[src/yrc_pkg.sv]
// Shared types, coefficient tables and helpers for the YCbCr to RGBA converter.
// Used by every module of the block; depends on nothing.
`default_nettype none

package yrc_pkg;

    localparam int QUEUE_DEPTH = 4;
    localparam int QUEUE_AW    = $clog2(QUEUE_DEPTH);

    localparam logic [7:0] ALPHA_OPAQUE = 8'hFF;
    localparam logic [7:0] CHROMA_MID   = 8'd128;
    localparam logic [7:0] LUMA_OFFSET  = 8'd16;

    // Configuration register indexes.
    localparam logic [1:0] CFG_USE_BT709  = 2'd0;
    localparam logic [1:0] CFG_FULL_RANGE = 2'd1;
    localparam logic [1:0] CFG_SUBSAMPLE  = 2'd2;

    typedef struct packed {
        logic       use_bt709;
        logic       full_range;
        logic [2:0] chroma_subsampling;
    } t_cfg;

    // One pixel word as it waits between the front and the back.
    typedef struct packed {
        logic [7:0] luma;
        logic [7:0] cb_sample;
        logic [7:0] cr_sample;
        logic       reload;
    } t_pix_cmd;

    // Coefficients in 1/256ths.
    typedef struct packed {
        logic signed [10:0] rv;
        logic signed [10:0] gu;
        logic signed [10:0] gv;
        logic signed [10:0] bu;
        logic signed [10:0] ky;
    } t_coef;

    function automatic t_coef coef_sel(input logic use_bt709, input logic full_range);
        t_coef c;
        if (full_range) begin
            c.ky = 11'sd256;
            if (use_bt709) begin
                c.rv = 11'sd403;  c.gu = -11'sd48;  c.gv = -11'sd120; c.bu = 11'sd475;
            end else begin
                c.rv = 11'sd359;  c.gu = -11'sd88;  c.gv = -11'sd183; c.bu = 11'sd454;
            end
        end else begin
            c.ky = 11'sd298;
            if (use_bt709) begin
                c.rv = 11'sd459;  c.gu = -11'sd55;  c.gv = -11'sd136; c.bu = 11'sd541;
            end else begin
                c.rv = 11'sd409;  c.gu = -11'sd100; c.gv = -11'sd208; c.bu = 11'sd516;
            end
        end
        return c;
    endfunction

    // Zero counts as one and anything above four as four.
    function automatic logic [2:0] eff_subsampling(input logic [2:0] s);
        logic [2:0] r;
        if (s == 3'd0) begin
            r = 3'd1;
        end else if (s > 3'd4) begin
            r = 3'd4;
        end else begin
            r = s;
        end
        return r;
    endfunction

    // Floor shift by eight, then clamp to 0..255.
    function automatic logic [7:0] clamp_shift(input logic signed [19:0] v);
        logic [7:0] r;
        if (v[19]) begin
            r = 8'd0;
        end else if (v[18:16] != 3'd0) begin
            r = 8'd255;
        end else begin
            r = v[15:8];
        end
        return r;
    endfunction

endpackage

`default_nettype wire

[src/yrc_front.sv]
// Front end of the converter: accepts pixel words and marks chroma reloads.
// Depends on yrc_pkg.
`default_nettype none

module yrc_front (
    input  wire             i_clk,
    input  wire             i_rst_n,
    input  wire             i_accept,
    input  wire [7:0]       i_luma,
    input  wire [7:0]       i_cb_sample,
    input  wire [7:0]       i_cr_sample,
    input  wire             i_row_start,
    input  wire [2:0]       i_chroma_subsampling,
    output yrc_pkg::t_pix_cmd o_cmd
);
    import yrc_pkg::*;

    logic [2:0] r_chroma_countdown;
    logic [2:0] n_chroma_countdown;
    logic       reload;

    assign reload = i_row_start || (r_chroma_countdown == 3'd0);

    always_comb begin
        if (reload) begin
            n_chroma_countdown = eff_subsampling(i_chroma_subsampling) - 3'd1;
        end else begin
            n_chroma_countdown = r_chroma_countdown - 3'd1;
        end
    end

    always_ff @(posedge i_clk) begin
        if (!i_rst_n) begin
            r_chroma_countdown <= 3'd0;
        end else if (i_accept) begin
            r_chroma_countdown <= n_chroma_countdown;
        end
    end

    assign o_cmd = '{luma: i_luma, cb_sample: i_cb_sample, cr_sample: i_cr_sample,
                     reload: reload};

endmodule

`default_nettype wire

[src/yrc_fifo.sv]
// Short queue of pixel words between the front and the back end.
// Depends on yrc_pkg.
`default_nettype none

module yrc_fifo (
    input  wire                    i_clk,
    input  wire                    i_rst_n,
    input  wire                    i_push,
    input  wire yrc_pkg::t_pix_cmd i_data,
    output logic                   o_full,
    input  wire                    i_pop,
    output yrc_pkg::t_pix_cmd      o_data,
    output logic                   o_empty
);
    import yrc_pkg::*;

    t_pix_cmd              r_mem [QUEUE_DEPTH];
    logic [QUEUE_AW-1:0]   r_wr_ptr;
    logic [QUEUE_AW-1:0]   r_rd_ptr;
    logic [QUEUE_AW:0]     r_count;
    logic                  do_push;
    logic                  do_pop;

    assign o_full  = (r_count == (QUEUE_AW+1)'(QUEUE_DEPTH));
    assign o_empty = (r_count == '0);
    assign do_push = i_push && !o_full;
    assign do_pop  = i_pop && !o_empty;
    assign o_data  = r_mem[r_rd_ptr];

    always_ff @(posedge i_clk) begin
        if (do_push) begin
            r_mem[r_wr_ptr] <= i_data;
        end
    end

    always_ff @(posedge i_clk) begin
        if (!i_rst_n) begin
            r_wr_ptr <= '0;
            r_rd_ptr <= '0;
            r_count  <= '0;
        end else begin
            if (do_push) begin
                r_wr_ptr <= r_wr_ptr + 1'b1;
            end
            if (do_pop) begin
                r_rd_ptr <= r_rd_ptr + 1'b1;
            end
            case ({do_push, do_pop})
                2'b10:   r_count <= r_count + 1'b1;
                2'b01:   r_count <= r_count - 1'b1;
                default: r_count <= r_count;
            endcase
        end
    end

endmodule

`default_nettype wire

[src/yrc_back.sv]
// Back end of the converter: three-stage multiply, chroma term and clamp pipeline.
// Depends on yrc_pkg.
`default_nettype none

module yrc_back (
    input  wire                    i_clk,
    input  wire                    i_rst_n,
    input  wire yrc_pkg::t_cfg     i_cfg,
    input  wire yrc_pkg::t_pix_cmd i_cmd,
    input  wire                    i_cmd_empty,
    output logic                   o_cmd_pop,
    input  wire                    i_pop,
    output logic                   o_empty,
    output logic [7:0]             o_red,
    output logic [7:0]             o_green,
    output logic [7:0]             o_blue
);
    import yrc_pkg::*;

    t_coef               coef;
    logic                advance;
    logic signed [8:0]   cb_c;
    logic signed [8:0]   cr_c;
    logic signed [8:0]   y_c;
    logic signed [19:0]  m_rv, m_gu, m_gv, m_bu, m_yy;
    logic signed [19:0]  sum_r, sum_g, sum_b;

    // Stage 1: products.
    logic                r_v1;
    logic                r_reload1;
    logic signed [17:0]  r_p_rv, r_p_gu, r_p_gv, r_p_bu, r_yy1;
    // Stage 2: chroma terms held across a subsampling run.
    logic                r_v2;
    logic signed [17:0]  r_red_term, r_green_term, r_blue_term, r_yy2;
    // Stage 3: result register.
    logic                r_v3;

    assign coef      = coef_sel(i_cfg.use_bt709, i_cfg.full_range);
    assign advance   = !r_v3 || i_pop;
    assign o_cmd_pop = advance && !i_cmd_empty;
    assign o_empty   = !r_v3;

    assign cb_c = $signed({1'b0, i_cmd.cb_sample}) - $signed({1'b0, CHROMA_MID});
    assign cr_c = $signed({1'b0, i_cmd.cr_sample}) - $signed({1'b0, CHROMA_MID});
    assign y_c  = i_cfg.full_range ? $signed({1'b0, i_cmd.luma})
                                   : $signed({1'b0, i_cmd.luma}) - $signed({1'b0, LUMA_OFFSET});

    assign m_rv = coef.rv * cr_c;
    assign m_gu = coef.gu * cb_c;
    assign m_gv = coef.gv * cr_c;
    assign m_bu = coef.bu * cb_c;
    assign m_yy = coef.ky * y_c;

    assign sum_r = 20'(r_yy2) + 20'(r_red_term);
    assign sum_g = 20'(r_yy2) + 20'(r_green_term);
    assign sum_b = 20'(r_yy2) + 20'(r_blue_term);

    always_ff @(posedge i_clk) begin
        if (!i_rst_n) begin
            r_v1 <= 1'b0;
            r_v2 <= 1'b0;
            r_v3 <= 1'b0;
            r_red_term   <= '0;
            r_green_term <= '0;
            r_blue_term  <= '0;
        end else if (advance) begin
            r_v1 <= !i_cmd_empty;
            r_v2 <= r_v1;
            r_v3 <= r_v2;
            if (r_v1 && r_reload1) begin
                r_red_term   <= r_p_rv + 18'sd128;
                r_green_term <= r_p_gu + r_p_gv + 18'sd128;
                r_blue_term  <= r_p_bu + 18'sd128;
            end
        end
    end

    always_ff @(posedge i_clk) begin
        if (advance) begin
            r_reload1 <= i_cmd.reload;
            r_p_rv    <= m_rv[17:0];
            r_p_gu    <= m_gu[17:0];
            r_p_gv    <= m_gv[17:0];
            r_p_bu    <= m_bu[17:0];
            r_yy1     <= m_yy[17:0];
            r_yy2     <= r_yy1;
            o_red     <= clamp_shift(sum_r);
            o_green   <= clamp_shift(sum_g);
            o_blue    <= clamp_shift(sum_b);
        end
    end

endmodule

`default_nettype wire

[src/yuv420_to_rgba_pixel_converter.sv]
// Top level of the YCbCr to RGBA pixel converter: configuration registers and
// the front end, queue and back end. Depends on yrc_pkg, yrc_front, yrc_fifo, yrc_back.
`default_nettype none

// The converter takes one pixel word per clock while full is low (luma, the
// current Cb/Cr pair and a row-start mark) and returns one RGBA word per pixel,
// oldest first, with alpha always 255. A new set of chroma terms is formed on
// the first pixel of a row and whenever the previous set has served
// chroma_subsampling pixels (zero counting as one, above four as four); the
// Cb/Cr inputs are ignored on other pixels. Both sides behave as queues: a word
// goes in when push is high and full is low, and the word on the result ports
// is taken when pop is high and empty is low. The sustained rate is one pixel
// per clock while pop keeps pace; after leaving the four-word input queue a
// pixel passes through the multiplier, chroma term and add-and-clamp registers
// to the result ports. The back end pipeline moves as a whole, so it halts
// while a result is waiting and pop is low, and the input queue keeps taking
// pixels until it fills. Configuration (BT.709 or BT.601, full or limited range,
// subsampling factor) must be written through i_cfg_wr_en, i_cfg_index and
// i_cfg_data only while the block is idle, which the block does not enforce;
// indexes beyond the subsampling register are ignored.
module yuv420_to_rgba_pixel_converter (
    input  wire        i_clk,
    input  wire        i_rst_n,
    input  wire        i_cfg_wr_en,
    input  wire [1:0]  i_cfg_index,
    input  wire [2:0]  i_cfg_data,
    input  wire        push,
    output logic       full,
    input  wire [7:0]  i_luma,
    input  wire [7:0]  i_cb_sample,
    input  wire [7:0]  i_cr_sample,
    input  wire        i_row_start,
    input  wire        pop,
    output logic       empty,
    output logic [7:0] o_red,
    output logic [7:0] o_green,
    output logic [7:0] o_blue,
    output logic [7:0] o_alpha
);
    import yrc_pkg::*;

    t_cfg     r_cfg;
    t_pix_cmd front_cmd;
    t_pix_cmd queue_cmd;
    logic     accept;
    logic     queue_empty;
    logic     queue_pop;

    // Configuration registers. The user must change these only while the block
    // is idle, which the block does not enforce, so the back end reads them directly.
    always_ff @(posedge i_clk) begin
        if (!i_rst_n) begin
            r_cfg.use_bt709          <= 1'b1;
            r_cfg.full_range         <= 1'b0;
            r_cfg.chroma_subsampling <= 3'd2;
        end else if (i_cfg_wr_en) begin
            case (i_cfg_index)
                CFG_USE_BT709:  r_cfg.use_bt709          <= i_cfg_data[0];
                CFG_FULL_RANGE: r_cfg.full_range         <= i_cfg_data[0];
                CFG_SUBSAMPLE:  r_cfg.chroma_subsampling <= i_cfg_data;
                default:        r_cfg                    <= r_cfg;
            endcase
        end
    end

    assign accept = push && !full;

    // The front end decides, in input order, which pixels load new chroma terms.
    yrc_front u_front (
        .i_clk                (i_clk),
        .i_rst_n              (i_rst_n),
        .i_accept             (accept),
        .i_luma               (i_luma),
        .i_cb_sample          (i_cb_sample),
        .i_cr_sample          (i_cr_sample),
        .i_row_start          (i_row_start),
        .i_chroma_subsampling (r_cfg.chroma_subsampling),
        .o_cmd                (front_cmd)
    );

    yrc_fifo u_queue (
        .i_clk   (i_clk),
        .i_rst_n (i_rst_n),
        .i_push  (push),
        .i_data  (front_cmd),
        .o_full  (full),
        .i_pop   (queue_pop),
        .o_data  (queue_cmd),
        .o_empty (queue_empty)
    );

    yrc_back u_back (
        .i_clk       (i_clk),
        .i_rst_n     (i_rst_n),
        .i_cfg       (r_cfg),
        .i_cmd       (queue_cmd),
        .i_cmd_empty (queue_empty),
        .o_cmd_pop   (queue_pop),
        .i_pop       (pop),
        .o_empty     (empty),
        .o_red       (o_red),
        .o_green     (o_green),
        .o_blue      (o_blue)
    );

    assign o_alpha = ALPHA_OPAQUE;

endmodule

`default_nettype wire

[config.mk]
export PLATFORM = sky130hd
export DESIGN_NAME = yuv420_to_rgba_pixel_converter
export DESIGN_NICKNAME = d
export VERILOG_FILES = /design/src/yrc_pkg.sv /design/src/yrc_front.sv /design/src/yrc_fifo.sv /design/src/yrc_back.sv /design/src/yuv420_to_rgba_pixel_converter.sv
export SDC_FILE = /design/constraint.sdc
export NUM_CORES = 1
export LEC_CHECK = 0
export BUFFER_PORTS_ARGS = -buffer_cell sky130_fd_sc_hd__buf_2
export CORE_ASPECT_RATIO = 1.75
export CORE_MARGIN = 5
export CORE_UTILIZATION = 60
export CTS_CLUSTER_DIAMETER = 40
export CTS_CLUSTER_SIZE = 16
export DETAILED_ROUTE_END_ITERATION = 8
export HOLD_SLACK_MARGIN = 0.15
export PLACE_DENSITY_LB_ADDON = 0.3
export SETUP_SLACK_MARGIN = 0.1
export SYNTH_ARGS = -nofsm -noshare
export SYNTH_HDL_FRONTEND = slang
export SYNTH_SLANG_ARGS = --single-unit
[constraint.sdc]
create_clock -name i_clk -period 18.2 [get_ports i_clk]
set_input_delay 3.64 -clock i_clk [delete_from_list [all_inputs] [get_ports i_clk]]
set_output_delay 3.64 -clock i_clk [all_outputs]
set_load 0.005 [all_outputs]
## After elaboration in Yosys (flattened, before gate mapping)

Memory sizes are Yosys's and may differ from the RTL's. A register that Yosys moved wholly into a read port is not among the register bits.
Index checks and enable logic that the tools add are counted.

- Output and inout port bits: 34
- Memories: 1
- Flip-flop bits (word level): 205
- Bits in writable memories: 100

- $add $sub $neg: 16
- Magnitude comparators: 1
- Muxes and demuxes: 16
- Multiply operators: 5
- Reductions and logical operators: 21
- Equal/unequal tests: 5

Memories:

| name | depth | width | read ports | clocked after Yosys merged registers in | wr ports | line | RTL |
|---|---|---|---|---|---|---|---|
| u_queue.r_mem | 4 | 25 | 1 | 1 | 1 | yrc_fifo.sv:17 | `t_pix_cmd r_mem [QUEUE_DEPTH];` |

Operators by type and width:

| operator | count |
|---|---|
| 11-bit by 9-bit multiplier with 18-bit output | 4 |
| 18-bit by 18-bit adder with 19-bit output | 3 |
| 18-bit by 9-bit adder with 18-bit output (second input constant) | 3 |
| 52-bit 2-to-1 mux | 1 |
| 41-bit 2-to-1 mux | 1 |
| 40-bit 2-to-1 mux | 1 |
| 8-bit 2-to-1 mux | 3 |
| 18-bit adder | 1 |
| 10-bit by 9-bit multiplier with 18-bit output | 1 |
| 8-bit by 8-bit subtractor with 9-bit output (second input constant) | 2 |
| 3-bit 2-to-1 mux | 4 |
| 3-bit zero test | 3 |
| 9-bit 2-to-1 mux | 1 |
| 3-bit nonzero test | 3 |
| 3-bit by 1-bit subtractor with 3-bit output (second input constant) | 3 |
| 8-bit by 5-bit subtractor with 9-bit output (second input constant) | 1 |
| 2-bit AND reduction | 4 |
| 3-bit one-hot mux with 2 select lines | 1 |
| 2-bit by 1-bit adder with 2-bit output (second input constant) | 2 |
| 2-bit by 1-bit equality test with 1-bit output (second input constant) | 2 |
| 2-bit equality test (second input constant) | 2 |
| 1-bit logical AND | 4 |
| 2-bit 2-to-1 mux | 2 |
| 3-bit by 1-bit adder with 3-bit output (second input constant) | 1 |
| other kinds (7) | 11 |

## Longest topological paths before layout

- Depth after elaboration: 6
- Mapped depth: 25
- Depth with buffers taken out: 23

## By module

From an unflattened synthesis, not the netlist that was laid out.

- Cell total of the unflattened synthesis: 2211
- Area, all modules: 24506.0 µm²

By module, submodules not included:

| module | cells each | area each (µm²) | sequential area each (µm²) | instances |
|---|---|---|---|---|
| yrc_back | 1943 | 19683.9 | 4954.8 | 1 |
| yrc_fifo | 185 | 4126.5 | 3183.1 | 1 |
| yrc_front | 51 | 409.1 | 60.1 | 1 |
| yuv420_to_rgba_pixel_converter | 32 | 286.5 | 100.1 | 1 |

## Worst setup path before layout

Ideal clock, no wire load.

- Kind: input port to flip-flop
- Start: input port pop
- End: register u_back.r_green_term[10]
- Slack: 10577 ps
- Arrival time: 7508 ps
- Stages: 7
- Path buffers: 1
- Cell sequence: nor2_1 -> inv_1 -> nand3_1 -> clkbuf_1 -> nand2_1 -> o21ai_0 -> and2_1

- Cells in the longest elaborated chain, start to end: 2

Ends and longest elaborated chain:

| element | line | RTL |
|---|---|---|
| start: declaration | yuv420_to_rgba_pixel_converter.sv:33 | `input wire pop,` |
| 1-bit logical OR | yrc_back.sv:39 | `assign advance = !r_v3 \|\| i_pop;` |
| 2-bit AND reduction (no source line) | - |  |
| end signal: assignment | yrc_back.sv:72 | `r_green_term <= r_p_gu + r_p_gv + 18'sd128;` |
| end: declaration | yrc_back.sv:34 | `logic signed [17:0] r_red_term, r_green_term, r_blue_term, r_yy2;` |

Every way passes these cells.
A chain may end at the register's enable or synchronous reset.

## Final worst setup path

- Start: register r_cfg[3] in the netlist's numbering
- End: register u_back.r_p_rv[17] (data pin)

- Cells in the longest elaborated chain, start to end: 2

Ends and longest elaborated chain:

| element | line | RTL |
|---|---|---|
| start: declaration | yuv420_to_rgba_pixel_converter.sv:42 | `t_cfg r_cfg;` |
| start signal: assignment | yuv420_to_rgba_pixel_converter.sv:61 | `default: r_cfg <= r_cfg;` |
| 52-bit 2-to-1 mux | yrc_pkg.sv:44 | `if (full_range) begin` |
| 10-bit by 9-bit multiplier with 18-bit output | yrc_back.sv:48 | `assign m_rv = coef.rv * cr_c;` |
| via u_back.m_rv[17] | yrc_back.sv:25 | `logic signed [19:0] m_rv, m_gu, m_gv, m_bu, m_yy;` |
| end signal: assignment | yrc_back.sv:81 | `r_p_rv <= m_rv[17:0];` |
| end: declaration | yrc_back.sv:31 | `logic signed [17:0] r_p_rv, r_p_gu, r_p_gv, r_p_bu, r_yy1;` |

The timed path passes the listed nets, and every way through them passes these cells.

==> results.tsv <==
metric	value	unit
status	finished clean	
port buffer count	60	
IO Count	69	
Diodes inserted	0	
crit-path max FO	27	
share of layout cells above drive strength 1	7.38	%
Critical Path RT	18.51	ns
CP delay by family, top	adder cells	
cell area after synthesis	0.0245	mm^2
most common cell in the netlist	inv_1	
Area Overhead vs Synth	7.95	%
synth unique cells	65	
CTS Sinks	300	
Slew headroom	38.3	%
fin nets	2832	
HPWL Detailed	39600	um
# Post-CTS Setup Buffers	0	
Worst setup SP type	flip-flop	
die width	163	um
cts bufs inserted	30	
Final Max Slew Viols	0	
worst path cell trace	inv_1 > buf_4 > ha_1 > and2_1 > inv_1 > fa_1 > fa_1 > inv_1 > fa_1 > inv_1 > fa_1 > fa_1 > inv_1 > ha_1 > a21oi_1 > o21bai_1 > a31oi_1 > o21ai_0 > o41ai_1 > xnor2_1	
Post-Synthesis Cells	2192	
die footprint	0.0451	mm^2
CTS Hold Buffers Added	0	
Clock Skews	0.0209	ns
initial antenna violation count	0	
Synth warnings	0	
setup TNS	0	ns
routed vias	15400	
first-pass GRT wire length	81400	um
critical path class	reg -> reg	
Clock Tree Root	clkbuf_16	
largest net degree at the start of global routing	78	
Vias/cell	5.43	
top cells by count, synth	inv_1, ha_1, edfxtp_1	
Final min period	7.21	ns
number of global-route vias before repair	17000	
Bufs and invs on worst path	6	
antenna-violating nets left	0	
fin crit share	39.6	%
Crit. End Element	flip-flop	
most area-consuming cells after synthesis	edfxtp_1, fa_1, ha_1, inv_1, dfxtp_1	
register area share after synthesis	33.9	%
Die Height	277	um
clk slew on worst S/H paths	0.07	ns
Wirelength per Cell	17.1	um
Top FF cell, synth	edfxtp_1	
FMAX	139	MHz
Starting Density	60.3	%
final wirelength	48300	um
H-tree depth	1	
final setup fails	0	
clock latency on the worst-skew pair	0.57	ns
RSZ-0062 raised after global routing	no	
crit-path max cell delay	0.87	ns
Cell Rows	98	
GRT overflow	0	
PostCTS Resize Cnt	0	
area leader, netlist	edfxtp_1	
Placement Cell Area	0.0253	mm^2
Slew @ Worst Pin	0.926	ns
CTS tree	built	
Avg Cell Area, Syn	11.2	um^2
async set-reset flop share out of synthesis	0	%
Detailed Routing Iterations Pass 1	5	
DR iter-0 viols	702	
highest-delay cell along the critical path	ha_1	
Post-synth EDFFs	229	
Fin. Hold Viols	0	
Hold WC Path Type	reg -> reg	
gpl congestion	0.930	
Max Root-Sink Buffers	3	
Arr. time, crit path	7.53	ns
CORE AREA	0.0406	mm^2
Max-Cap Viols	0	
share of the synthesized area in the top cell type	28.1	%
gr usage total	22.3	%
DRC	0	
post-synthesis register bit count	300	
design area	0.0264	mm^2
## final timing paths
| path | from | cells after the start | slack, ns | to |
|---|---|---|---|---|
| worst max-delay path | r_cfg[3]$_SDFFE_PN0P_ | 20 | 10.99 | u_back.r_p_rv[17]$_DFFE_PN_ |
| worst min-delay path | u_back.r_yy1[14]$_DFFE_PN_ | 0 | 0.42 | u_back.r_yy2[14]$_DFFE_PN_ |
| worst max register to register | r_cfg[3]$_SDFFE_PN0P_ | 20 | 10.99 | u_back.r_p_rv[17]$_DFFE_PN_ |
| worst min register to register | u_back.r_yy1[14]$_DFFE_PN_ | 0 | 0.42 | u_back.r_yy2[14]$_DFFE_PN_ |
## cells by family (layout without fill, tap and decap cells)
logic type      Yosys count  count (layout)  synth area share [%]
buf+inv                 452             526                  7.11
mux                      29              29                  2.42
fa+ha+maj               544             544                  34.6
flops                   300             300                  33.9
other cells               2              12                0.0307
xor+xnor                120             120                  4.30
compound gates          292             292                  8.46
simple gates            453             453                  9.10
## cells in the final DEF (no fill, tap or decap), types with 41 or more instances in the layout
cell,n
fa_1,222
inv_1,398
nor2_1,65
a21oi_1,70
xnor2_1,70
xor2_1,50
nand2_1,160
edfxtp_1,229
ha_1,322
nand3_1,41
buf_2,60
and2_1,50
dfxtp_1,70
o21ai_0,42
## area by class of cell
cell class,count,area [um^2]
Clock buffer,38,791
Clock inverter,17,274
Fill cell,3143,14200
Inverter,399,1500
Multi-Input combinational cell,1450,14500
Sequential cell,300,8300
Tap cell,550,688
Timing Repair Buffer,72,390
## sequential cells by signal, indices dropped and copies added (netlist names), 2 cells and up, named ones only
| name | cells |
|---|---|
| u_back.r_green_term | 17 |
| u_back.o_green | 8 |
| u_back.o_red | 8 |
| u_back.r_p_rv | 17 |
| u_back.r_p_gu | 18 |
| r_cfg | 5 |
| u_back.r_blue_term | 17 |
| u_queue.r_mem | 100 |
| u_back.o_blue | 8 |
| u_front.r_chroma_countdown | 3 |
| u_back.r_yy2 | 17 |
| u_back.r_p_bu | 17 |
| u_back.r_p_gv | 18 |
| u_queue.r_rd_ptr | 2 |
| u_queue.r_count | 3 |
| u_back.r_red_term | 17 |
| u_back.r_yy1 | 17 |
| u_queue.r_wr_ptr | 2 |
## routing by layer
metal | track usage (%) | up-vias | wire length, um
met3 | 2.10 | 105 | 1400
met4 | 9.60 | 0 | 2250
met2 | 42.7 | 275 | 26700
met1 | 24.7 | 7512 | 17900
met5 | 0 | - | 0
li1 | - | 7466 | -
## through the flow
stage	setup WS, ns	instances	hold WS, ns	util (%)
2_1_floorplan	10.58	2202	0.400	-
3_3_place_gp	11.21	2771	0.403	62.4
3_5_place_dp	11.07	2771	0.405	62.4
4_1_cts	11.06	2826	0.422	65.0
5_1_grt	10.67	2826	0.428	65.0
6_report	10.99	2826	0.418	65.0
Power is not shown: default switching activity piles up to over one toggle a cycle in this logic, so the estimate is an artifact.
